## src/sv/i2cmts_pkg.sv

```systemverilog
// shared types, codes and helpers for the i2c master transfer sequencer
// used by the top level and the front and back parts; depends on nothing
`default_nettype none

package i2cmts_pkg;

    // bus status codes as reported by the bus controller
    localparam logic [2:0] ST_IDLE  = 3'd0;
    localparam logic [2:0] ST_START = 3'd1;
    localparam logic [2:0] ST_ACK   = 3'd2;
    localparam logic [2:0] ST_NACK  = 3'd3;
    localparam logic [2:0] ST_ARB   = 3'd4;
    localparam logic [2:0] ST_STOP  = 3'd5;

    // bus commands issued with each result
    localparam logic [2:0] CMD_NONE  = 3'd0;
    localparam logic [2:0] CMD_START = 3'd1;
    localparam logic [2:0] CMD_STOP  = 3'd2;
    localparam logic [2:0] CMD_ADDR  = 3'd3;
    localparam logic [2:0] CMD_TXB   = 3'd4;
    localparam logic [2:0] CMD_RXB   = 3'd5;

    // phase codes on the result port
    localparam logic [1:0] PC_IDLE  = 2'd0;
    localparam logic [1:0] PC_WAIT  = 2'd1;
    localparam logic [1:0] PC_READ  = 2'd2;
    localparam logic [1:0] PC_WRITE = 2'd3;

    localparam int unsigned BYTE_COUNT_W = 16;

    typedef enum logic [3:0] {
        PH_IDLE  = 4'b0001,
        PH_WAIT  = 4'b0010,
        PH_READ  = 4'b0100,
        PH_WRITE = 4'b1000
    } t_phase;

    // classified bus events
    typedef enum logic [2:0] {
        EV_NONE  = 3'd0,
        EV_START = 3'd1,
        EV_ACK   = 3'd2,
        EV_PAUSE = 3'd3,
        EV_ABORT = 3'd4,
        EV_STOP  = 3'd5
    } t_ev;

    typedef struct packed {
        logic       is_submit;
        t_ev        ev;
        logic [6:0] addr;
        logic [7:0] tx;
        logic [7:0] rx;
    } t_req;

    typedef struct packed {
        logic [2:0]              command;
        logic [7:0]              address_byte;
        logic [1:0]              phase;
        logic [BYTE_COUNT_W-1:0] byte_count;
    } t_rsp;

    function automatic logic [1:0] phase_code(input t_phase p);
        logic [1:0] c;
        case (p)
            PH_IDLE:  c = PC_IDLE;
            PH_WAIT:  c = PC_WAIT;
            PH_READ:  c = PC_READ;
            PH_WRITE: c = PC_WRITE;
            default:  c = PC_IDLE;
        endcase
        return c;
    endfunction

endpackage

`default_nettype wire

```

## src/sv/i2c_master_transfer_sequencer.sv

```systemverilog
// top level of the i2c master transfer sequencer
// depends on i2cmts_pkg, i2cmts_front and i2cmts_back
//
// usage: requests come in through a queue-like port: an item is taken at a
// rising edge with push high and full low. action 0 is a submit (address and
// byte counts), action 1 a bus status report. every request yields exactly
// one result, read from a queue-like port: the oldest result sits on the
// o_ ports while empty is low and leaves at an edge with pop high.
// a request taken into the front queue waits at its head until the state
// update in the back part consumes it and writes its result into the
// result queue, from which it is popped. throughput: one request per cycle
// while the result queue has room or is being popped, set by the state
// update in the back part.
// reset: synchronous, active low; returns to idle with all counts at zero
// and both queues empty.
// stall: when pop stays low the two-entry result queue fills, the back part
// stops taking requests, then the two-entry front queue fills and full rises.
// nothing is dropped; full falls again as soon as results drain.
`default_nettype none

module i2c_master_transfer_sequencer #(
    parameter int unsigned ADDRESS_BYTES = 1,
    parameter int unsigned COUNT_WIDTH   = 16
) (
    input  wire         i_clk,
    input  wire         i_rst_n,
    // request side
    input  wire         push,
    output logic        full,
    input  wire         i_action,
    input  wire  [6:0]  i_slave_addr,
    input  wire  [7:0]  i_tx_count,
    input  wire  [7:0]  i_rx_count,
    input  wire  [2:0]  i_bus_status,
    // result side
    output logic        empty,
    input  wire         pop,
    output logic [2:0]  o_command,
    output logic [7:0]  o_address_byte,
    output logic [1:0]  o_phase,
    output logic [15:0] o_byte_count
);

    // classified requests between front and back
    i2cmts_pkg::t_req q_req;
    logic             q_empty;
    logic             q_pop;
    i2cmts_pkg::t_rsp rsp;

    // front: decode status codes into events, buffer two requests
    i2cmts_front u_front (
        .i_clk        (i_clk),
        .i_rst_n      (i_rst_n),
        .i_push       (push),
        .o_full       (full),
        .i_action     (i_action),
        .i_slave_addr (i_slave_addr),
        .i_tx_count   (i_tx_count),
        .i_rx_count   (i_rx_count),
        .i_bus_status (i_bus_status),
        .i_pop        (q_pop),
        .o_empty      (q_empty),
        .o_req        (q_req)
    );

    // back: phase machine, saturating counters and result buffering
    i2cmts_back #(
        .ADDRESS_BYTES (ADDRESS_BYTES),
        .COUNT_WIDTH   (COUNT_WIDTH)
    ) u_back (
        .i_clk       (i_clk),
        .i_rst_n     (i_rst_n),
        .i_req_valid (~q_empty),
        .i_req       (q_req),
        .o_req_pop   (q_pop),
        .i_rsp_pop   (pop & ~empty),
        .o_rsp_empty (empty),
        .o_rsp       (rsp)
    );

    assign o_command      = rsp.command;
    assign o_address_byte = rsp.address_byte;
    assign o_phase        = rsp.phase;
    assign o_byte_count   = rsp.byte_count;

endmodule

`default_nettype wire

```

## src/sv/i2cmts_fifo.sv

```systemverilog
// two-entry queue used between the front and back and on the result side
// depends on nothing; element type is a parameter
`default_nettype none

module i2cmts_fifo #(
    parameter type T = logic [7:0]
) (
    input  wire   i_clk,
    input  wire   i_rst_n,
    input  wire   i_push,
    input  wire T i_data,
    output logic  o_full,
    input  wire   i_pop,
    output logic  o_empty,
    output T      o_data
);

    T           r_mem [2];
    logic       r_wr_ptr;
    logic       r_rd_ptr;
    logic [1:0] r_count;

    always_ff @(posedge i_clk) begin
        if (i_push) begin
            r_mem[r_wr_ptr] <= i_data;
        end
    end

    always_ff @(posedge i_clk) begin
        if (!i_rst_n) begin
            r_wr_ptr <= 1'b0;
            r_rd_ptr <= 1'b0;
            r_count  <= 2'd0;
        end else begin
            if (i_push) begin
                r_wr_ptr <= ~r_wr_ptr;
            end
            if (i_pop) begin
                r_rd_ptr <= ~r_rd_ptr;
            end
            case ({i_push, i_pop})
                2'b10:   r_count <= r_count + 2'd1;
                2'b01:   r_count <= r_count - 2'd1;
                default: r_count <= r_count;
            endcase
        end
    end

    assign o_full  = (r_count == 2'd2);
    assign o_empty = (r_count == 2'd0);
    assign o_data  = r_mem[r_rd_ptr];

endmodule

`default_nettype wire

```

## src/sv/i2cmts_front.sv

```systemverilog
// front part: classifies incoming requests and queues them for the back part
// depends on i2cmts_pkg and i2cmts_fifo
`default_nettype none

module i2cmts_front (
    input  wire              i_clk,
    input  wire              i_rst_n,
    input  wire              i_push,
    output logic             o_full,
    input  wire              i_action,
    input  wire  [6:0]       i_slave_addr,
    input  wire  [7:0]       i_tx_count,
    input  wire  [7:0]       i_rx_count,
    input  wire  [2:0]       i_bus_status,
    input  wire              i_pop,
    output logic             o_empty,
    output i2cmts_pkg::t_req o_req
);

    i2cmts_pkg::t_req req;
    logic             full;

    always_comb begin
        req.is_submit = ~i_action;
        req.addr      = i_slave_addr;
        req.tx        = i_tx_count;
        req.rx        = i_rx_count;
        req.ev        = i2cmts_pkg::EV_NONE;
        if (i_action) begin
            case (i_bus_status) inside
                i2cmts_pkg::ST_START:                  req.ev = i2cmts_pkg::EV_START;
                i2cmts_pkg::ST_STOP:                   req.ev = i2cmts_pkg::EV_STOP;
                i2cmts_pkg::ST_NACK, i2cmts_pkg::ST_ARB: req.ev = i2cmts_pkg::EV_ABORT;
                i2cmts_pkg::ST_ACK:                    req.ev = i2cmts_pkg::EV_ACK;
                default:                               req.ev = i2cmts_pkg::EV_NONE;
            endcase
        end
    end

    i2cmts_fifo #(
        .T (i2cmts_pkg::t_req)
    ) u_queue (
        .i_clk   (i_clk),
        .i_rst_n (i_rst_n),
        .i_push  (i_push & ~full),
        .i_data  (req),
        .o_full  (full),
        .i_pop   (i_pop),
        .o_empty (o_empty),
        .o_data  (o_req)
    );

    assign o_full = full;

endmodule

`default_nettype wire

```

## src/sv/i2cmts_back.sv

```systemverilog
// back part: transaction state, command generation and the result queue
// depends on i2cmts_pkg and i2cmts_fifo
`default_nettype none

module i2cmts_back #(
    parameter int unsigned ADDRESS_BYTES = 1,
    parameter int unsigned COUNT_WIDTH   = 16
) (
    input  wire                   i_clk,
    input  wire                   i_rst_n,
    input  wire                   i_req_valid,
    input  wire i2cmts_pkg::t_req i_req,
    output logic                  o_req_pop,
    input  wire                   i_rsp_pop,
    output logic                  o_rsp_empty,
    output i2cmts_pkg::t_rsp      o_rsp
);

    localparam int unsigned CW = COUNT_WIDTH;
    localparam logic [CW-1:0] AB = CW'(ADDRESS_BYTES);

    function automatic logic [CW-1:0] sat_add(input logic [CW-1:0] a, input logic [CW-1:0] b);
        logic [CW:0] s;
        s = {1'b0, a} + {1'b0, b};
        return s[CW] ? {CW{1'b1}} : s[CW-1:0];
    endfunction

    i2cmts_pkg::t_phase r_phase, n_phase;
    logic [6:0]         r_addr, n_addr;
    logic [CW-1:0]      r_count, n_count;
    logic [CW-1:0]      r_limit, n_limit;
    logic [CW-1:0]      r_tx, n_tx;
    logic [CW-1:0]      r_rx, n_rx;
    logic               r_dir_tx, n_dir_tx;

    i2cmts_pkg::t_ev    ev;
    i2cmts_pkg::t_phase ep;
    logic               enter;
    logic [2:0]         cmd;
    logic [7:0]         addr_byte;
    i2cmts_pkg::t_rsp   rsp;
    logic               rsp_full;
    logic               take;

    assign take      = i_req_valid & (~rsp_full | i_rsp_pop);
    assign o_req_pop = take;

    always_comb begin
        n_phase   = r_phase;
        n_addr    = r_addr;
        n_count   = r_count;
        n_limit   = r_limit;
        n_tx      = r_tx;
        n_rx      = r_rx;
        n_dir_tx  = r_dir_tx;
        ev        = i_req.ev;
        ep        = r_phase;
        enter     = 1'b0;
        cmd       = i2cmts_pkg::CMD_NONE;
        addr_byte = 8'd0;

        if (i_req.is_submit) begin
            n_addr = i_req.addr;
            case (r_phase)
                i2cmts_pkg::PH_IDLE: begin
                    n_count = '0;
                    n_tx    = sat_add(CW'(i_req.tx), AB);
                    n_rx    = CW'(i_req.rx);
                    if (n_tx != '0) begin
                        n_limit  = n_tx;
                        n_dir_tx = 1'b1;
                    end else if (n_rx != '0) begin
                        n_limit  = n_rx;
                        n_dir_tx = 1'b0;
                    end
                    enter = 1'b1;
                    ep    = i2cmts_pkg::PH_WAIT;
                end
                i2cmts_pkg::PH_WRITE: begin
                    n_tx    = sat_add(r_tx, CW'(i_req.tx));
                    n_limit = sat_add(r_limit, CW'(i_req.tx));
                    n_rx    = sat_add(r_rx, CW'(i_req.rx));
                end
                i2cmts_pkg::PH_READ: begin
                    n_rx    = sat_add(r_rx, CW'(i_req.rx));
                    n_limit = sat_add(r_limit, CW'(i_req.rx));
                end
                default: begin
                end
            endcase
        end else begin
            // ack bumps the count in any phase, then resolves to pause or stop
            if (i_req.ev == i2cmts_pkg::EV_ACK) begin
                n_count = sat_add(r_count, CW'(1));
                ev = (n_count == r_limit) ? i2cmts_pkg::EV_STOP : i2cmts_pkg::EV_PAUSE;
            end
            case (r_phase)
                i2cmts_pkg::PH_READ: begin
                    if (ev == i2cmts_pkg::EV_PAUSE) begin
                        enter = 1'b1;
                        ep    = i2cmts_pkg::PH_READ;
                    end else if (ev == i2cmts_pkg::EV_ABORT || ev == i2cmts_pkg::EV_STOP) begin
                        enter = 1'b1;
                        ep    = i2cmts_pkg::PH_IDLE;
                    end
                end
                i2cmts_pkg::PH_WRITE: begin
                    if (ev == i2cmts_pkg::EV_PAUSE) begin
                        enter = 1'b1;
                        ep    = i2cmts_pkg::PH_WRITE;
                    end else if (ev == i2cmts_pkg::EV_ABORT) begin
                        enter = 1'b1;
                        ep    = i2cmts_pkg::PH_IDLE;
                    end else if (ev == i2cmts_pkg::EV_STOP) begin
                        enter = 1'b1;
                        if (r_rx != '0) begin
                            n_count  = '0;
                            n_limit  = r_rx;
                            n_dir_tx = 1'b0;
                            ep       = i2cmts_pkg::PH_READ;
                        end else begin
                            ep = i2cmts_pkg::PH_IDLE;
                        end
                    end
                end
                i2cmts_pkg::PH_WAIT: begin
                    if (ev == i2cmts_pkg::EV_START) begin
                        enter = 1'b1;
                        ep    = r_dir_tx ? i2cmts_pkg::PH_WRITE : i2cmts_pkg::PH_READ;
                    end
                end
                default: begin
                end
            endcase
        end

        // command for the phase being entered
        if (enter) begin
            n_phase = ep;
            case (ep)
                i2cmts_pkg::PH_IDLE: begin
                    if (n_rx == '0) begin
                        cmd = i2cmts_pkg::CMD_STOP;
                    end
                end
                i2cmts_pkg::PH_WAIT: begin
                    cmd = i2cmts_pkg::CMD_START;
                end
                i2cmts_pkg::PH_WRITE: begin
                    if (n_count < AB) begin
                        cmd       = i2cmts_pkg::CMD_ADDR;
                        addr_byte = {n_addr, (n_tx <= AB)};
                    end else if (n_count < n_limit) begin
                        cmd = i2cmts_pkg::CMD_TXB;
                    end
                end
                i2cmts_pkg::PH_READ: begin
                    if (n_count < n_limit) begin
                        cmd = i2cmts_pkg::CMD_RXB;
                    end
                end
                default: begin
                end
            endcase
        end

        rsp.command      = cmd;
        rsp.address_byte = addr_byte;
        rsp.phase        = i2cmts_pkg::phase_code(n_phase);
        rsp.byte_count   = i2cmts_pkg::BYTE_COUNT_W'(n_count);
    end

    always_ff @(posedge i_clk) begin
        if (!i_rst_n) begin
            r_phase  <= i2cmts_pkg::PH_IDLE;
            r_addr   <= 7'd0;
            r_count  <= '0;
            r_limit  <= '0;
            r_tx     <= '0;
            r_rx     <= '0;
            r_dir_tx <= 1'b0;
        end else if (take) begin
            r_phase  <= n_phase;
            r_addr   <= n_addr;
            r_count  <= n_count;
            r_limit  <= n_limit;
            r_tx     <= n_tx;
            r_rx     <= n_rx;
            r_dir_tx <= n_dir_tx;
        end
    end

    i2cmts_fifo #(
        .T (i2cmts_pkg::t_rsp)
    ) u_rsp_queue (
        .i_clk   (i_clk),
        .i_rst_n (i_rst_n),
        .i_push  (take),
        .i_data  (rsp),
        .o_full  (rsp_full),
        .i_pop   (i_rsp_pop),
        .o_empty (o_rsp_empty),
        .o_data  (o_rsp)
    );

endmodule

`default_nettype wire

```

## config.mk

```make
export PLATFORM = sky130hd
export DESIGN_NAME = i2c_master_transfer_sequencer
export DESIGN_NICKNAME = d
export VERILOG_FILES = /design/src/sv/i2cmts_pkg.sv /design/src/sv/i2c_master_transfer_sequencer.sv /design/src/sv/i2cmts_fifo.sv /design/src/sv/i2cmts_front.sv /design/src/sv/i2cmts_back.sv
export SDC_FILE = /design/constraint.sdc
export NUM_CORES = 1
export LEC_CHECK = 0
export ABC_AREA = 1
export BUFFER_PORTS_ARGS = -buffer_cell sky130_fd_sc_hd__buf_4
export CELL_PAD_IN_SITES_DETAIL_PLACEMENT = 1
export CELL_PAD_IN_SITES_GLOBAL_PLACEMENT = 1
export CORE_UTILIZATION = 50
export CTS_CLUSTER_DIAMETER = 80
export DETAILED_ROUTE_END_ITERATION = 10
export PLACE_DENSITY_LB_ADDON = 0.1
export SYNTH_ARGS = -nofsm -noshare
export SYNTH_HDL_FRONTEND = slang
export SYNTH_SLANG_ARGS = --single-unit
```

## constraint.sdc

```tcl
create_clock -name i_clk -period 6.6 [get_ports i_clk]
set_input_delay 1.65 -clock i_clk [delete_from_list [all_inputs] [get_ports i_clk]]
set_output_delay 1.65 -clock i_clk [all_outputs]
set_load 0.005 [all_outputs]
```

### Yosys cells after proc, flatten, opt, wreduce, memory -nomap -nowiden

Memory sizes are Yosys's and may differ from the RTL's. A register that Yosys moved wholly into a read port is not among the register bits.
Index checks and enable logic that the tools add are counted.
W data, S select, Z words.

* memory bits (writable): 112
* memories kept: 2
* logic and storage cells: 174
* bits of input ports: 31
* output and inout bits: 31
* bits in registers: 84

Memories
* u_back.u_rsp_queue.r_mem: words 2, bits a word 29, read ports 1, clocked after Yosys merged registers in 1, wr ports 1, line i2cmts_fifo.sv:18 `T r_mem [2];`
* u_front.u_queue.r_mem: words 2, bits a word 27, read ports 1, clocked after Yosys merged registers in 1, wr ports 1, line i2cmts_fifo.sv:18

* multiplexer cells: 86
* reductions and logical operators: 15
* equality and inequality tests: 32
* bitwise operators: 13
* magnitude comparators: 3
* add/sub/neg operators: 10

Operator list (number)
* $mux W16: 24
* $add A16 B8 Y17: 4
* $pmux W16 S2: 2
* $pmux W16 S3: 1
* $mux W4: 10
* $mux W3: 12
* $reduce_bool A16 Y1: 2
* $mux W1: 25
* $mux W8: 3
* $add A16 B1 Y17 const B: 1
* $eq A16 B16 Y1: 1
* $le A16 B1 Y1 const B: 1
* $logic_not A16 Y1: 1
* $lt A16 B1 Y1 const B: 1
* $lt A16 B16 Y1: 1
* $eq A3 B2 Y1 const B: 4
* $eq A3 B3 Y1 const B: 4
* $eq A4 B2 Y1 const B: 3
* $eq A4 B3 Y1 const B: 3
* $eq A4 B4 Y1 const B: 3
* $pmux W3 S4: 1
* $pmux W4 S3: 1
* $reduce_bool A2 Y1: 5
* $add A8 B1 Y9 const B: 1
* other kinds (22): 45

### Logic depth before layout (Yosys ltp)

* word-level depth: 17
* mapped depth: 30
* depth with buffers taken out: 29

### Hierarchy

Synthesis repeated with hierarchy kept, for this count alone.

* cell total of the unflattened synthesis: 1698
* area total of the unflattened synthesis: 13216.4 µm²

Modules (own cells, without submodules)
* i2cmts_back: sequential area each 1521.5 µm², times used 1, area each 8501.9 µm², cells an instance 1437
* i2cmts_fifo (u_back.u_rsp_queue): sequential area each 1841.8 µm², times used 1, area each 2359.8 µm², cells an instance 125
* i2cmts_fifo (u_front.u_queue): sequential area each 1721.7 µm², times used 1, area each 2278.4 µm², cells an instance 119
* i2cmts_front: sequential area each 0.0 µm², times used 1, area each 62.6 µm², cells an instance 14
* i2c_master_transfer_sequencer: sequential area each 0.0 µm², times used 1, area each 13.8 µm², cells an instance 3

### Worst setup path after synthesis

OpenSTA, ideal clock, no wires.

* kind: reg2reg
* start point: reg with a tool-made name
* end point: mem u_back.u_rsp_queue.r_mem[0][28] (netlist name), data pin
* setup slack: 2.485 ns
* stages on the path, launching flop included: 29
* library setup time: 0.148 ns
* arrival time: 3.967 ns
* cell sequence: dfxtp_1 buf_2 buf_2 buf_1 nand2_1 nand2_1 ha_1 nand3_1 nand2_1 a21oi_1 o21ai_0 nand2_1 nand2_1 inv_1 nor2_1 clkbuf_1 a21oi_1 o22ai_1 nand2_1 o21ai_0 a21oi_1 ha_1 a21oi_1 o21ai_0 nand3_1 a21oi_1 a2111oi_0 nand2_1 nor2_1

RTL lines (line)
* end: declaration: i2cmts_fifo.sv:18

==> flow_summary.toml <==
[routing]
wl_per_cell_um = 21.0
firstDrtPassIters = 5
drc = 0
vias = 12300
viasPerCell = 5.98
postRouteWirelength_mm = 43.0
ant_nets = 0
drt_iter0_drc = 1055

[floorplanning]
die_x_um = 161
io_pins = 62
start_util = 0.508
row_count = 58
dieHeight_um = 161
dieArea_um2 = 26100
core_um2 = 25000

[cts]
postCtsSetupBuffers = 0
cts-htree-levels = 4
cts_sinks = 198
clock_latency_ns = 0.46
cts_buffers = 17
cts_root_buf = "clkbuf_16"
clock_path_buffers = 2
cts_hold_buf = 0
cts_tree = "done"
cts_resized = 0
clk_pin_slew_ns = 0.08

[timing]
fin_skew_ns = 0.0167
maxClockFrequency_ghz = 0.178
slew_viol_final = 0
rsz0062_at_grt = "no"
period_share = 0.851
hold_viol = 0
fin_crit_ns = 5.62
relSlewSlack = 0.276
worst_slew_pin_slew_ns = 1.09
setup_viol = 0
setup_tns_ns = 0
setup_slack_ns = 0.982

[grt]
grt_overflow_total = 0
grt_max_degree = 101
antenna_found_initial = 0
grt_usage = 0.332
grt_pass1_wl_mm = 67.3
grt_pass1_vias = 12400

[logic_synthesis]
synth_cell_type_count = 56
synth_seq_cells = 198
synth_edf_count = 112
async_flop_share = 0
syn_nets = 1759
synth_warnings = 0
synthesis.area_um2 = 12700
postSynthAreaPerCell_um2 = 7.61
netlist_instances = 1672
synth_ff_type = "edfxtp_1"
yosysSeqAreaShare = 0.400

[finish]
nets = 1793
final_layout_size_suffix_gt1_frac = 0.105
utilization = 0.564
num_antenna_cells = 0
syn_to_final_growth_pct = 11.0

[worst_hold_path]
hp-class = "flop to flop"

[place]
dpl_worst_slack_ns = 1.11
gp_congestion = 0.916
dp_hpwl_mm = 31.4
io_buffers = 61

[pwr]
p_per_area_nw_per_um2 = 531
switching_share = 0.505
p_leak_uw = 0.00628
peakVddDrop_mv = 0.339
p_comb_frac = 0.574
p_switching_uw = 3790
internal_power_uw = 3700
p_clk_frac = 0.147
power.share.sequential = 0.279

[critical_path]
arrival_ns = 5.92
cp_slowest_cell = "a2111oi_0"
crit_fanout = 24
crit_type = "flop to flop"
critPathMaxStageDelay_ns = 0.77
start_kind = "flop"
crit_path_end_kind = "flop"
cpMostUsedCell = "nand2_1"
crit_required_ns = 6.90

[run]
timing.max_cap.violations = 0

[status]
status = "completed"
[worst paths after layout]
check                                              start  slack, ns  cells past startpoint                         endpoint
worst max-delay path                                flop       0.98                     29  u_back.u_rsp_queue.r_mem[1][28]
worst min-delay path            u_front.u_queue.r_rd_ptr       0.48                      1         u_front.u_queue.r_rd_ptr
worst max register to register                      flop       0.98                     29  u_back.u_rsp_queue.r_mem[1][28]
worst min register to register  u_front.u_queue.r_rd_ptr       0.48                      1         u_front.u_queue.r_rd_ptr
[power groups by stage]
stage | sequential [µW] | clock (µW) | combinational, µW
detailed placement | 2100 | 0 | 4160
floorplan | 1960 | 0 | 2840
global placement | 2070 | 0 | 3990
finish | 2090 | 1100 | 4300
CTS | 2070 | 1110 | 4230
global route | 2120 | 1150 | 4720
[cell families (layout without fill, tap and decap cells)]
family	count (synthesis)	after routing	synth area share
AOI/OAI and AO/OA	451	451	0.196
xor gates and xnor gates	34	34	0.0234
adders and majority gates	56	56	0.0574
buffers and inverters	306	353	0.0927
DFF	198	198	0.400
muxes	30	30	0.0265
and+or+nand+nor	597	597	0.204
[placed cells by master, fill, tap and decap left out, drive strengths merged, types with 52 or more instances in the layout]
| cell type | count |
|---|---|
| ha | 52 |
| nor2 | 112 |
| dfxtp | 86 |
| nand2 | 329 |
| inv | 246 |
| o21ai | 205 |
| buf | 82 |
| a21oi | 148 |
| edfxtp | 112 |
| nand3 | 82 |
[area by class of cell]
cell class	count	area (µm²)
Fill cell	3119	10900
Multi-Input combinational cell	1168	6490
Sequential cell	198	5080
Inverter	239	897
Timing Repair Buffer	82	616
Clock buffer	17	425
Tap cell	330	413
Clock inverter	15	188
[sequential cells by signal (all words and copies together), names as in the netlist, named ones only]
name,count
u_front.u_queue.r_wr_ptr,1
u_back.r_limit,16
u_back.u_rsp_queue.r_count,2
u_back.r_phase,4
u_back.r_addr,7
u_back.r_tx,16
u_back.u_rsp_queue.r_mem,58
u_back.r_count,16
u_back.r_dir_tx,1
u_front.u_queue.r_count,2
u_front.u_queue.r_mem,54
u_back.r_rx,16
u_back.u_rsp_queue.r_rd_ptr,1
u_back.u_rsp_queue.r_wr_ptr,1
u_front.u_queue.r_rd_ptr,1
[routing by layer]
layer  track usage  wire length, µm  vias up
met4         0.131             1440        0
met3        0.0475             2230       93
li1              -                -     5773
met2         0.569            20800      407
met5             0                0        -
met1         0.422            18500     5978
[metrics by stage]
step                hold WS [ns]  cell area [µm²]  total power (µW)  std cells
floorplan                  0.426            12700              4800       1672
global placement           0.436            13500              6060       2017
detailed placement         0.459            13500              6270       2017
CTS                        0.471            14100              7420       2049
global route               0.508            14100              7990       2049
finish                     0.477            14100              7490       2049
[worst max-delay path, delay by kind of cell, from the launching register on]
kind            cells  cell delay, ns
compound gates      7            1.40
xor+xnor            1            0.25
fa+ha+maj           2            0.52
buf+inv             5            1.00
flops               1            0.33
simple gates       14            1.96
[Yosys cell counts, drive strengths merged (6+ instances only)]
| master | count | area [µm²] |
|---|---|---|
| nand2 | 329 | 1260 |
| or2 | 8 | 50.1 |
| mux2 | 29 | 327 |
| buf | 14 | 82.6 |
| a31oi | 7 | 43.8 |
| a21oi | 148 | 748 |
| o21bai | 7 | 52.6 |
| o22ai | 29 | 181 |
| ha | 52 | 651 |
| xor2 | 29 | 254 |
| o2111ai | 8 | 70.1 |
| o221ai | 6 | 52.6 |
| o211ai | 17 | 128 |
| nor2 | 112 | 435 |
| nor3 | 22 | 121 |
| nand3 | 82 | 425 |
| nand4 | 21 | 153 |
| a22oi | 11 | 82.6 |
| clkbuf | 53 | 199 |
| o21ai | 205 | 1030 |
| nor4 | 15 | 93.8 |
| edfxtp | 112 | 3360 |
| dfxtp | 86 | 1720 |
| inv | 238 | 893 |
No activity file was read; power rests on OpenSTA's default activity.
